**config.mk**
```make
export PLATFORM = sky130hd
export DESIGN_NAME = polygon_winding_number_top
export DESIGN_NICKNAME = d
export VERILOG_FILES = /design/src/hw/rtl/pwn_pkg.sv /design/src/hw/rtl/pwn_ram.sv /design/src/hw/rtl/pwn_ctrl.sv /design/src/hw/rtl/pwn_dp.sv /design/src/hw/rtl/polygon_winding_number_top.sv
export SDC_FILE = /design/constraint.sdc
export NUM_CORES = 2
export LEC_CHECK = 0
export BUFFER_PORTS_ARGS = -buffer_cell sky130_fd_sc_hd__buf_2
export CAP_MARGIN = 40
export CORE_ASPECT_RATIO = 1.5
export CORE_MARGIN = 3
export CORE_UTILIZATION = 63
export DETAILED_ROUTE_END_ITERATION = 12
export GPL_ROUTABILITY_DRIVEN = 1
export MAX_ROUTING_LAYER = met4
export PLACE_DENSITY = 0.77
export SLEW_MARGIN = 10
export SYNTH_ARGS = -nofsm -noshare
export SYNTH_HDL_FRONTEND = slang
export SYNTH_SLANG_ARGS = --single-unit
export TNS_END_PERCENT = 5
```
**constraint.sdc**
```tcl
create_clock -name clk -period 18.85 [get_ports clk]
set_input_delay 2.8275 -clock clk [delete_from_list [all_inputs] [get_ports clk]]
set_output_delay 2.8275 -clock clk [all_outputs]
set_load 0.05 [all_outputs]
```
**src/hw/rtl/pwn_pkg.sv**
```systemverilog
// Package for the winding-number point-in-polygon block.
// Holds field widths, defaults and the controller/datapath command and status types.
// No dependencies.
`default_nettype none

package pwn_pkg;

	localparam int FIELD_BITS       = 16;
	localparam int IDX_BITS         = 5;
	localparam int CNT_BITS         = 6;
	localparam int WIND_BITS        = 7;
	localparam int MIN_VERTICES     = 3;
	localparam int DEF_MAX_VERTICES = 32;
	localparam int DEF_COORD_BITS   = 16;
	localparam int APB_ADDR_BITS    = 3;
	localparam int APB_DATA_BITS    = 32;
	localparam int IN_DATA_BITS     = 40;
	localparam int OUT_DATA_BITS    = 8;

	localparam logic [APB_ADDR_BITS-1:0] REG_VERTEX_COUNT = 3'd0;

	localparam logic FUNC_WRITE = 1'b0;
	localparam logic FUNC_PROBE = 1'b1;

	typedef struct packed {
		logic                wr;
		logic                load_probe;
		logic                rd;
		logic                first;
		logic                close;
		logic [CNT_BITS-1:0] rd_idx;
		logic                out_load;
	} pwn_cmd_t;

	typedef struct packed {
		logic busy;
		logic out_free;
	} pwn_stat_t;

endpackage

`default_nettype wire

```
**src/hw/rtl/pwn_ram.sv**
```systemverilog
// Generic single-write, single-read RAM with registered read data.
// No dependencies.
`default_nettype none

module pwn_ram #(
	parameter int WIDTH = 32,
	parameter int DEPTH = 32
) (
	input  logic                     clk,
	input  logic                     we,
	input  logic [$clog2(DEPTH)-1:0] waddr,
	input  logic [WIDTH-1:0]         wdata,
	input  logic                     re,
	input  logic [$clog2(DEPTH)-1:0] raddr,
	output logic [WIDTH-1:0]         rdata
);

	logic [WIDTH-1:0] mem_q [DEPTH];

	always_ff @(posedge clk) begin
		if (we) begin
			mem_q[waddr] <= wdata;
		end
		if (re) begin
			rdata <= mem_q[raddr];
		end
	end

endmodule

`default_nettype wire

```
**src/hw/rtl/pwn_ctrl.sv**
```systemverilog
// Controller state machine for the winding-number block.
// Sequences vertex reads, the closing edge, pipeline drain and result hand-off. Uses pwn_pkg.
`default_nettype none

module pwn_ctrl
	import pwn_pkg::*;
#(
	parameter int MAX_VERTICES = DEF_MAX_VERTICES
) (
	input  logic                clk,
	input  logic                arst_n,
	input  logic [CNT_BITS-1:0] vertex_count,
	input  logic                in_valid,
	input  logic                in_func,
	output logic                in_ready,
	input  pwn_stat_t           stat,
	output pwn_cmd_t            cmd
);

	typedef enum logic [4:0] {
		ST_IDLE  = 5'b00001,
		ST_WALK  = 5'b00010,
		ST_CLOSE = 5'b00100,
		ST_DRAIN = 5'b01000,
		ST_DONE  = 5'b10000
	} state_t;

	state_t              state_q, state_d;
	logic [CNT_BITS-1:0] cnt_q, cnt_d;
	logic [CNT_BITS-1:0] n_eff;
	logic                accept;

	assign n_eff = (32'(vertex_count) > 32'(MAX_VERTICES)) ?
		CNT_BITS'(MAX_VERTICES) : vertex_count;

	assign in_ready = (state_q == ST_IDLE);
	assign accept   = in_valid && in_ready;

	always_comb begin
		state_d        = state_q;
		cnt_d          = cnt_q;
		cmd            = '0;
		cmd.rd_idx     = cnt_q;
		cmd.first      = (cnt_q == '0);
		case (state_q)
			ST_IDLE: begin
				if (accept && in_func == FUNC_WRITE) begin
					cmd.wr = 1'b1;
				end
				if (accept && in_func == FUNC_PROBE) begin
					cmd.load_probe = 1'b1;
					cnt_d          = '0;
					if (32'(n_eff) < 32'(MIN_VERTICES)) begin
						state_d = ST_DONE;
					end else begin
						state_d = ST_WALK;
					end
				end
			end
			ST_WALK: begin
				cmd.rd = 1'b1;
				if (cnt_q == n_eff - CNT_BITS'(1)) begin
					state_d = ST_CLOSE;
				end else begin
					cnt_d = cnt_q + CNT_BITS'(1);
				end
			end
			ST_CLOSE: begin
				cmd.close = 1'b1;
				state_d   = ST_DRAIN;
			end
			ST_DRAIN: begin
				if (!stat.busy) begin
					state_d = ST_DONE;
				end
			end
			ST_DONE: begin
				if (stat.out_free) begin
					cmd.out_load = 1'b1;
					state_d      = ST_IDLE;
				end
			end
			default: begin
				state_d = ST_IDLE;
			end
		endcase
	end

	always_ff @(posedge clk or negedge arst_n) begin
		if (!arst_n) begin
			state_q <= ST_IDLE;
			cnt_q   <= '0;
		end else begin
			state_q <= state_d;
			cnt_q   <= cnt_d;
		end
	end

endmodule

`default_nettype wire

```
**src/hw/rtl/pwn_dp.sv**
```systemverilog
// Datapath of the winding-number block: vertex RAM, edge pipeline and accumulator.
// Depends on pwn_pkg and pwn_ram.
`default_nettype none

module pwn_dp
	import pwn_pkg::*;
#(
	parameter int MAX_VERTICES = DEF_MAX_VERTICES,
	parameter int COORD_BITS   = DEF_COORD_BITS
) (
	input  logic                  clk,
	input  logic                  arst_n,
	input  pwn_cmd_t              cmd,
	output pwn_stat_t             stat,
	input  logic [IDX_BITS-1:0]   vertex_index,
	input  logic [FIELD_BITS-1:0] x_coord,
	input  logic [FIELD_BITS-1:0] y_coord,
	output logic                  out_valid,
	input  logic                  out_ready,
	output logic [WIND_BITS-1:0]  winding,
	output logic                  inside_res
);

	localparam int AW = $clog2(MAX_VERTICES);
	localparam int CB = COORD_BITS;
	localparam int DB = COORD_BITS + 1;
	localparam int PB = 2 * DB;
	localparam int LB = (COORD_BITS < FIELD_BITS) ? COORD_BITS : FIELD_BITS;

	logic signed [CB-1:0] x_in, y_in;
	logic                 we;
	logic [2*CB-1:0]      rdata;

	logic signed [CB-1:0] px_q, py_q;
	logic [2*CB-1:0]      prev_q, first_q;

	logic                 v_s1, first_s1, close_s1;
	logic signed [CB-1:0] x0, y0, x1, y1;
	logic                 edge_v;

	logic                 v_s2, up_s2, dn_s2;
	logic signed [DB-1:0] dx_s2, dyp_s2, dxp_s2, dy_s2;

	logic                 v_s3, up_s3, dn_s3;
	logic signed [PB-1:0] p_s3, q_s3;

	logic signed [WIND_BITS-1:0] acc_q;

	assign x_in = $signed(CB'(x_coord[LB-1:0]));
	assign y_in = $signed(CB'(y_coord[LB-1:0]));
	assign we   = cmd.wr && (32'(vertex_index) < 32'(MAX_VERTICES));

	pwn_ram #(
		.WIDTH (2 * CB),
		.DEPTH (MAX_VERTICES)
	) u_ram (
		.clk   (clk),
		.we    (we),
		.waddr (AW'(vertex_index)),
		.wdata ({y_in, x_in}),
		.re    (cmd.rd),
		.raddr (AW'(cmd.rd_idx)),
		.rdata (rdata)
	);

	always_ff @(posedge clk) begin
		if (cmd.load_probe) begin
			px_q <= x_in;
			py_q <= y_in;
		end
		if (v_s1 && !close_s1) begin
			prev_q <= rdata;
		end
		if (v_s1 && first_s1 && !close_s1) begin
			first_q <= rdata;
		end
	end

	assign x0 = $signed(prev_q[CB-1:0]);
	assign y0 = $signed(prev_q[2*CB-1:CB]);
	assign x1 = close_s1 ? $signed(first_q[CB-1:0]) : $signed(rdata[CB-1:0]);
	assign y1 = close_s1 ? $signed(first_q[2*CB-1:CB]) : $signed(rdata[2*CB-1:CB]);
	assign edge_v = v_s1 && (close_s1 || !first_s1);

	always_ff @(posedge clk or negedge arst_n) begin
		if (!arst_n) begin
			v_s1     <= 1'b0;
			first_s1 <= 1'b0;
			close_s1 <= 1'b0;
			v_s2     <= 1'b0;
			v_s3     <= 1'b0;
		end else begin
			v_s1     <= cmd.rd || cmd.close;
			first_s1 <= cmd.first;
			close_s1 <= cmd.close;
			v_s2     <= edge_v;
			v_s3     <= v_s2;
		end
	end

	always_ff @(posedge clk) begin
		dx_s2  <= DB'(x1) - DB'(x0);
		dyp_s2 <= DB'(py_q) - DB'(y0);
		dxp_s2 <= DB'(px_q) - DB'(x0);
		dy_s2  <= DB'(y1) - DB'(y0);
		up_s2  <= (y0 <= py_q) && (y1 > py_q);
		dn_s2  <= (y0 > py_q) && (y1 <= py_q);
		p_s3   <= dx_s2 * dyp_s2;
		q_s3   <= dxp_s2 * dy_s2;
		up_s3  <= up_s2;
		dn_s3  <= dn_s2;
	end

	always_ff @(posedge clk or negedge arst_n) begin
		if (!arst_n) begin
			acc_q <= '0;
		end else if (cmd.load_probe) begin
			acc_q <= '0;
		end else if (v_s3) begin
			if (up_s3 && (p_s3 > q_s3)) begin
				acc_q <= acc_q + WIND_BITS'(1);
			end else if (dn_s3 && (p_s3 < q_s3)) begin
				acc_q <= acc_q - WIND_BITS'(1);
			end
		end
	end

	always_ff @(posedge clk or negedge arst_n) begin
		if (!arst_n) begin
			out_valid <= 1'b0;
		end else if (cmd.out_load) begin
			out_valid <= 1'b1;
		end else if (out_ready) begin
			out_valid <= 1'b0;
		end
	end

	always_ff @(posedge clk) begin
		if (cmd.out_load) begin
			winding    <= acc_q;
			inside_res <= (acc_q != '0);
		end
	end

	assign stat.busy     = v_s1 || v_s2 || v_s3;
	assign stat.out_free = !out_valid || out_ready;

endmodule

`default_nettype wire

```
**src/hw/rtl/polygon_winding_number_top.sv**
```systemverilog
// Top level of the winding-number point-in-polygon block.
// Holds the vertex-count register and joins pwn_ctrl and pwn_dp. Uses pwn_pkg.
//
// Input words on the s_ stream carry a vertex write (tuser 0) or a probe (tuser 1).
// A vertex write stores the point at vertex_index; it gives no result.
// A probe walks the first n = min(vertex_count, MAX_VERTICES) vertices and gives one word
// on the m_ stream: the winding number and an inside flag.
// With n of three or more, a probe reads the vertices through the single read port of the
// vertex RAM, one vertex per cycle, then sends the closing edge and drains the three-stage
// edge pipeline before it loads the output register; s_tready stays low from acceptance
// until that load, so no new word is taken while a probe is under way. With fewer vertices
// the probe skips the walk and goes straight to loading the output register.
// One result waits in the output register; a write may be accepted while it waits,
// and a following probe finishes its walk but holds in its final cycle until m_tready.
// The user must write vertex_count over APB at byte address 0 only while the block is idle;
// the block does not enforce it. Reset clears the vertex count, control state and output
// valid; the vertex RAM is not cleared, and probing a slot never written gives an unspecified result.
`default_nettype none

module polygon_winding_number_top
	import pwn_pkg::*;
#(
	parameter int MAX_VERTICES = DEF_MAX_VERTICES,
	parameter int COORD_BITS   = DEF_COORD_BITS
) (
	input  logic                     clk,
	input  logic                     arst_n,
	input  logic                     s_tvalid,
	output logic                     s_tready,
	input  logic [IN_DATA_BITS-1:0]  s_tdata,  // vertex_index, x_coord, y_coord, zero pad
	input  logic [0:0]               s_tuser,  // func
	output logic                     m_tvalid,
	input  logic                     m_tready,
	output logic [OUT_DATA_BITS-1:0] m_tdata,  // winding, inside_res
	input  logic                     psel,
	input  logic                     penable,
	input  logic                     pwrite,
	input  logic [APB_ADDR_BITS-1:0] paddr,
	input  logic [APB_DATA_BITS-1:0] pwdata,
	output logic [APB_DATA_BITS-1:0] prdata,
	output logic                     pready
);

	logic [CNT_BITS-1:0]  vc_q;
	pwn_cmd_t             cmd;
	pwn_stat_t            stat;
	logic [WIND_BITS-1:0] winding;
	logic                 inside_res;

	assign pready = 1'b1;
	assign prdata = (paddr == REG_VERTEX_COUNT) ? APB_DATA_BITS'(vc_q) : '0;

	always_ff @(posedge clk or negedge arst_n) begin
		if (!arst_n) begin
			vc_q <= '0;
		end else if (psel && penable && pwrite && pready && paddr == REG_VERTEX_COUNT) begin
			vc_q <= pwdata[CNT_BITS-1:0];
		end
	end

	pwn_ctrl #(
		.MAX_VERTICES (MAX_VERTICES)
	) u_ctrl (
		.clk          (clk),
		.arst_n       (arst_n),
		.vertex_count (vc_q),
		.in_valid     (s_tvalid),
		.in_func      (s_tuser[0]),
		.in_ready     (s_tready),
		.stat         (stat),
		.cmd          (cmd)
	);

	pwn_dp #(
		.MAX_VERTICES (MAX_VERTICES),
		.COORD_BITS   (COORD_BITS)
	) u_dp (
		.clk          (clk),
		.arst_n       (arst_n),
		.cmd          (cmd),
		.stat         (stat),
		.vertex_index (s_tdata[4:0]),
		.x_coord      (s_tdata[20:5]),
		.y_coord      (s_tdata[36:21]),
		.out_valid    (m_tvalid),
		.out_ready    (m_tready),
		.winding      (winding),
		.inside_res   (inside_res)
	);

	assign m_tdata = {inside_res, winding};

endmodule

`default_nettype wire

```
; ---- After elaboration in Yosys (flattened, before gate mapping)
; Memory sizes are Yosys's and may differ from the RTL's. A register that Yosys moved wholly into a read port is not among the register bits.
; Index checks and enable logic that the tools add are counted.
[totals]
inputBits = 83
word_cells = 117
n_memories = 1
register_bits = 274
ram_bits = 1024
[classes]
addsub = 8
reduce_logical = 32
n_lt_le_gt_ge = 8
bitwise = 1
muxes = 28
eq_ne = 11
mul = 2
[mem_list]
columns = memory, words, width, rd, rd_ports_with_merged_regs, wr, line_no
row1 = u_dp.u_ram.mem_q, 32, 32, 1, 1, 1, pwn_ram.sv:18  ; logic [WIDTH-1:0] mem_q [DEPTH];
[op_table]
columns = cell, n
row1 = $mul 17x17->34, 2
row2 = $sub 16x16->17, 4
row3 = $gt 34x34->1, 1
row4 = $lt 34x34->1, 1
row5 = $gt 16x16->1, 2
row6 = $le 16x16->1, 2
row7 = $mux 16, 2
row8 = $mux 7, 4
row9 = $mux 5, 5
row10 = $pmux 5 s5, 1
row11 = $mux 6, 4
row12 = $logic_and 1x1->1, 14
row13 = $pmux 6 s2, 1
row14 = $mux 1, 10
row15 = $ne 2x2->1 const B, 4
row16 = $add 7x2->7 const B, 1
row17 = $reduce_bool 7->1, 1
row18 = $sub 7x2->7 const B, 1
row19 = $add 6x1->6 const B, 1
row20 = $eq 6x6->1, 1
row21 = $gt 6x6->1 const B, 1
row22 = $logic_not 6->1, 1
row23 = $lt 6x2->1 const B, 1
row24 = $reduce_bool 2->1, 3
row25 = 16 further kinds, 22

; ---- Logic depth before layout (Yosys ltp)
[depth]
depth_word = 7
mapped_depth = 24

; ---- Cells and area by module
; A second synthesis with hierarchy kept.
[hier_totals]
cells_unflattened = 5738
area_unflattened_um2 = 75093.3
[by_module_without_submodules]
columns = mod, seq_area_each_um2, area_each_um2, n_inst, cells_each
row1 = pwn_ram, 31710.4, 40805.4, 1, 2260
row2 = pwn_dp, 6251.0, 32802.7, 1, 3306
row3 = pwn_ctrl, 276.5, 959.7, 1, 121
row4 = polygon_winding_number_top, 150.1, 525.5, 1, 51

; ---- Least setup slack after synthesis
; Ideal clock, no wire load.
[synth_timing]
path_type = input to output
startpoint = in paddr[1]
endpoint = out prdata[0]
arrival_ps = 3642
path_stages = 2
n_path_buf = 0
required_ps = 16022
setup_slack_ps = 12380
cell_sequence = nor3_1 > and2_1
[synth_between]
elab_chain_len = 2
[synth_lines]
columns = element, line_no
row1 = from (decl), polygon_winding_number_top.sv:38  ; input logic [APB_ADDR_BITS-1:0] paddr,
row2 = $logic_not 3->1, polygon_winding_number_top.sv:51  ; assign prdata = (paddr == REG_VERTEX_COUNT) ? APB_DATA_BITS'(vc_q) : '0;
row3 = $mux 6, polygon_winding_number_top.sv:51
row4 = to (decl), polygon_winding_number_top.sv:40  ; output logic [APB_DATA_BITS-1:0] prdata,
; Every way passes these cells.

; ---- Worst setup path after layout
[layout_timing]
startpoint = reg u_dp.dy_s2[2]
endpoint = reg u_dp.q_s3[32]
[layout_between]
elab_chain_len = 1
[layout_lines]
columns = element, line_no
row1 = from (decl), pwn_dp.sv:42  ; logic signed [DB-1:0] dx_s2, dyp_s2, dxp_s2, dy_s2;
row2 = from (signal assigned), pwn_dp.sv:105  ; dy_s2 <= DB'(y1) - DB'(y0);
row3 = $mul 17x17->34, pwn_dp.sv:109  ; q_s3 <= dxp_s2 * dy_s2;
row4 = to (signal assigned), pwn_dp.sv:109
row5 = to (decl), pwn_dp.sv:45  ; logic signed [PB-1:0] p_s3, q_s3;
; Every way passes these cells.
; A chain may end at the register's enable or synchronous reset.

==> summary.md <==
| Metric | Value |
|---|---|
| Status | `completed` |
| CP Buf/Inv Count | `5` |
| Crit-path max FO | `18` |
| Post-synth top flop | `edfxtp_1` |
| Critical Path Start Type | `flop` |
| Syn Inst Count | `a little over 5000` |
| Wirelength per Cell | `around 27 µm` |
| Post-Syn Area per Cell | `between 10 and 15 µm²` |
| Worst-path cell chain | `nand2_1 -> inv_1 -> fa_1 -> fa_1 -> fa_1 -> fa_1 -> fa_1 -> inv_1 -> fa_1 -> inv_1 -> ha_1 -> inv_1 -> nor4_1 -> and3_1 -> inv_1 -> a211oi_1 -> o41ai_1 -> nand4b_1 -> o211ai_1` |
| Clock network latency to the later pin of the worst-skew pair | `about 740 ps` |
| Die height | `427 µm` |
| Gpl congestion | `0.902` |
| Initial core utilization | `63.9%` |
| Top cell type's share of synthesized area | `46.8%` |
| CTS resizes | `0` |
| Clk root buf | `clkbuf_16` |
| # clock sinks | `1330` |
| Global-route wire length before repair | `276000 µm` |
| ANT nets after route | `0` |
| FFs w/ async S/R, synth | `2.26%` |
| CTS tree | `yes` |
| Largest net degree at the start of global routing | `100` |
| Req. time, crit path | `about 20000 ps` |
| Netlist cell types | `91` |
| Io pins | `126` |
| Highest clock rate | `between 100 and 150 MHz` |
| 1st-iter DRT viols | `about 3700` |
| Share of layout cells above drive strength 1 | `around 15%` |
| Synth Register Bits | `between 1000 and 1500` |
| Grt total ovfl | `0` |
| Post-synth EDFFs | `~1200` |
| Syn. warnings | `0` |
| CP max-delay cell | `fa_1` |
| Clk buf depth | `3` |
| Fill cells | `7408` |
| CP delay by family, top | `adder cells` |
| GR Layer Usage met1 | `35.7%` |
| Met2 usage | `a little over half` |
| Worst Path Arrival | `between 8000 and 9000 ps` |
| RSZ-0062 raised after global routing | `false` |
| Final Core Density | `69.5%` |
| Period utilization | `about two fifths` |
| Area contributors post-synth | `edfxtp_1 (47%), fa_1 (16%), mux4_2 (9.7%), ha_1 (4.9%), inv_1 (3.9%)` |
| Worst-path clk slew | `70 ps` |
| Setup TNS | `0 ps` |
| Total CTS buffers | `between 100 and 150` |
| Gr busiest metal | `met2` |
| Max cap viols | `0` |
| Most used cell, CP | `fa_1` |
| Crit path capture type | `flop` |
| Row cnt | `approximately 150` |
| Setup violations, final | `0` |
| Final slew viol count | `0` |
| Clk_skew | `~48 ps` |
| GR Util All Layers | `between 30% and 40%` |
| Die area | `123000 µm²` |
| Seq. cell area | `roughly 38000 µm²` |
| Vias post-DR | `approximately 42000` |
| Layout area overhead | `8.71%` |
| Footprint of the multi-input gates | `32600 µm²` |
| Seq/Total Area, Yosys | `between 50% and 60%` |
| Cts hold-fix bufs | `0` |
| Port buffer count | `69` |
| NumNets Final | `a little over 6000` |
| Hold Fails Final Rpt | `0` |
| Post-CTS Setup Repair Bufs | `0` |
| Detailed Routing Iterations Pass 1 | `5` |
| Rel. slew slack | `32.6%` |
| Worst hold path class | `reg2reg` |
| Drt drc | `0` |
| Mapped Area | `about 75000 µm²` |
| CP Class | `reg2reg` |
| Drt total wl | `182000 µm` |
| Largest stage delay, worst path | `~900 ps` |
| CTS HTree Levels | `3` |
| Die X | `around 290 µm` |
| Vias per std cell | `about 6.2` |
| Minimum clock period | `roughly 7500 ps` |
| Top cell type by total area after synthesis | `edfxtp_1` |
| Post-DP HPWL | `about 120000 µm` |
| Core Footprint | `roughly 120000 µm²` |
| Vias in the first global route | `between 40000 and 50000` |
| Slew @ Worst Pin | `approximately 1000 ps` |
| Grt met3 use | `approximately 4.4%` |
| Initial antenna violation count | `10` |
==> area by class of cell <==
class | count | area share, %
diodes | 10 | 0.0309
clock buffers | 140 | 3.72
inverters | 782 | 3.62
repair buffers | 142 | 1.41
well taps | 1550 | 2.39
multi-input cells | 2814 | 40.3
clock inverters | 80 | 1.11
flip-flops and latches | 1330 | 47.4
==> cells in the mapped netlist (all sizes together) (9+ instances only) <==
cell type	instances
edfxtp	1160
inv	782
fa	597
nand2	345
mux4	320
and2	299
ha	294
nor2	143
dfxtp	140
clkbuf	121
a21oi	105
xnor2	100
o21ai	74
buf	71
mux2	66
nor3	43
nand3	37
nand2b	34
nor2b	30
dfrtp	29
a21o	26
and3	25
o21a	22
o211ai	19
xor2	18
a211oi	16
nand4	14
o31ai	13
nor4	12
or3	12
a21boi	9
a31oi	9
nand3b	9
==> worst register-to-register path, cell delays in order, from the launching register on <==
cell and delay (ps):
dfxtp_1 890, nand2_1 210, inv_1 190, fa_1 550, fa_1 900, fa_1 540, fa_1 520, fa_1 500
inv_1 50, fa_1 470, inv_1 40, ha_1 380, inv_1 110, nor4_1 460, and3_1 250, inv_1 100
a211oi_1 660, o41ai_1 270, nand4b_1 170, o211ai_1 90
==> sequential cells by signal, indices dropped and copies added (netlist names), 32 cells and up <==
register	count
u_dp.u_ram.mem_q	1024
u_dp.p_s3	34
u_dp.q_s3	34
u_dp.first_q	32
u_dp.prev_q	32
u_dp.u_ram.rdata	32
==> through the flow <==
stage | area (µm²) | instances | worst slack, ps | hold slack [ps]
floorplan | 74600 | 5118 | 12380 | 310
global placement | 76700 | 6601 | 11570 | 316
detailed placement | 77100 | 6618 | 11410 | 318
CTS | 81000 | 6838 | 11430 | 324
global route | 81000 | 6847 | 11040 | 328
finish | 81000 | 6848 | 11390 | 321
==> path summary, 6_finish.rpt <==
path | cells past startpoint | startpoint | slack, ps | to
setup / recovery | 19 | u_dp.dy_s2[2] | 11390 | u_dp.q_s3[32]
hold / removal | 0 | u_dp.up_s2 | 320 | u_dp.up_s3
setup reg to reg | 19 | u_dp.dy_s2[2] | 11390 | u_dp.q_s3[32]
hold reg to reg | 0 | u_dp.up_s2 | 320 | u_dp.up_s3
max in group asynchronous | 1 | arst_n | 16020 | u_ctrl.cnt_q[1]
min in group asynchronous | 1 | arst_n | 2200 | u_dp.acc_q[4]
==> per-layer routing <==
layer  vias to the layer above  share of wire [%]
li1                      17900                  -
met1                     21800                 34
met2                      2122                 53
met3                       592                6.8
met4                         0                6.3
met5                         -                  0
==> cells in the final DEF, fill, tap and decap left out, drive strengths merged, types with 9 or more instances in the layout <==
| cell | n |
|---|---|
| a211oi | 16 |
| a21boi | 9 |
| a21o | 26 |
| a21oi | 105 |
| a31oi | 9 |
| and2 | 299 |
| and3 | 25 |
| buf | 142 |
| bufinv | 13 |
| clkbuf | 140 |
| clkinv | 49 |
| clkinvlp | 14 |
| conb | 27 |
| dfrtp | 29 |
| dfxtp | 140 |
| diode | 10 |
| edfxtp | 1160 |
| fa | 597 |
| ha | 294 |
| inv | 786 |
| mux2 | 66 |
| mux4 | 320 |
| nand2 | 345 |
| nand2b | 34 |
| nand3 | 37 |
| nand3b | 9 |
| nand4 | 14 |
| nor2 | 143 |
| nor2b | 30 |
| nor3 | 43 |
| nor4 | 12 |
| o211ai | 19 |
| o21a | 22 |
| o21ai | 74 |
| o31ai | 13 |
| or3 | 12 |
| xnor2 | 100 |
| xor2 | 18 |
==> kinds of logic (layout without fill, tap and decap cells) <==
| group | count (synthesis) | after routing | share of synthesized area (%) |
|---|---|---|---|
| xor gates and xnor gates | 118 | 118 | 1.39 |
| AOI/OAI and AO/OA | 359 | 359 | 3.26 |
| other | 2 | 37 | 0.0101 |
| muxes | 393 | 393 | 10.8 |
| DFF | 1330 | 1330 | 51.5 |
| adders and majority gates | 891 | 891 | 21.0 |
| buffers and inverters | 974 | 1144 | 5.14 |
| and+or+nand+nor | 1026 | 1026 | 6.94 |
Power is not shown: default switching activity piles up to over one toggle a cycle in this logic, so the estimate is an artifact.
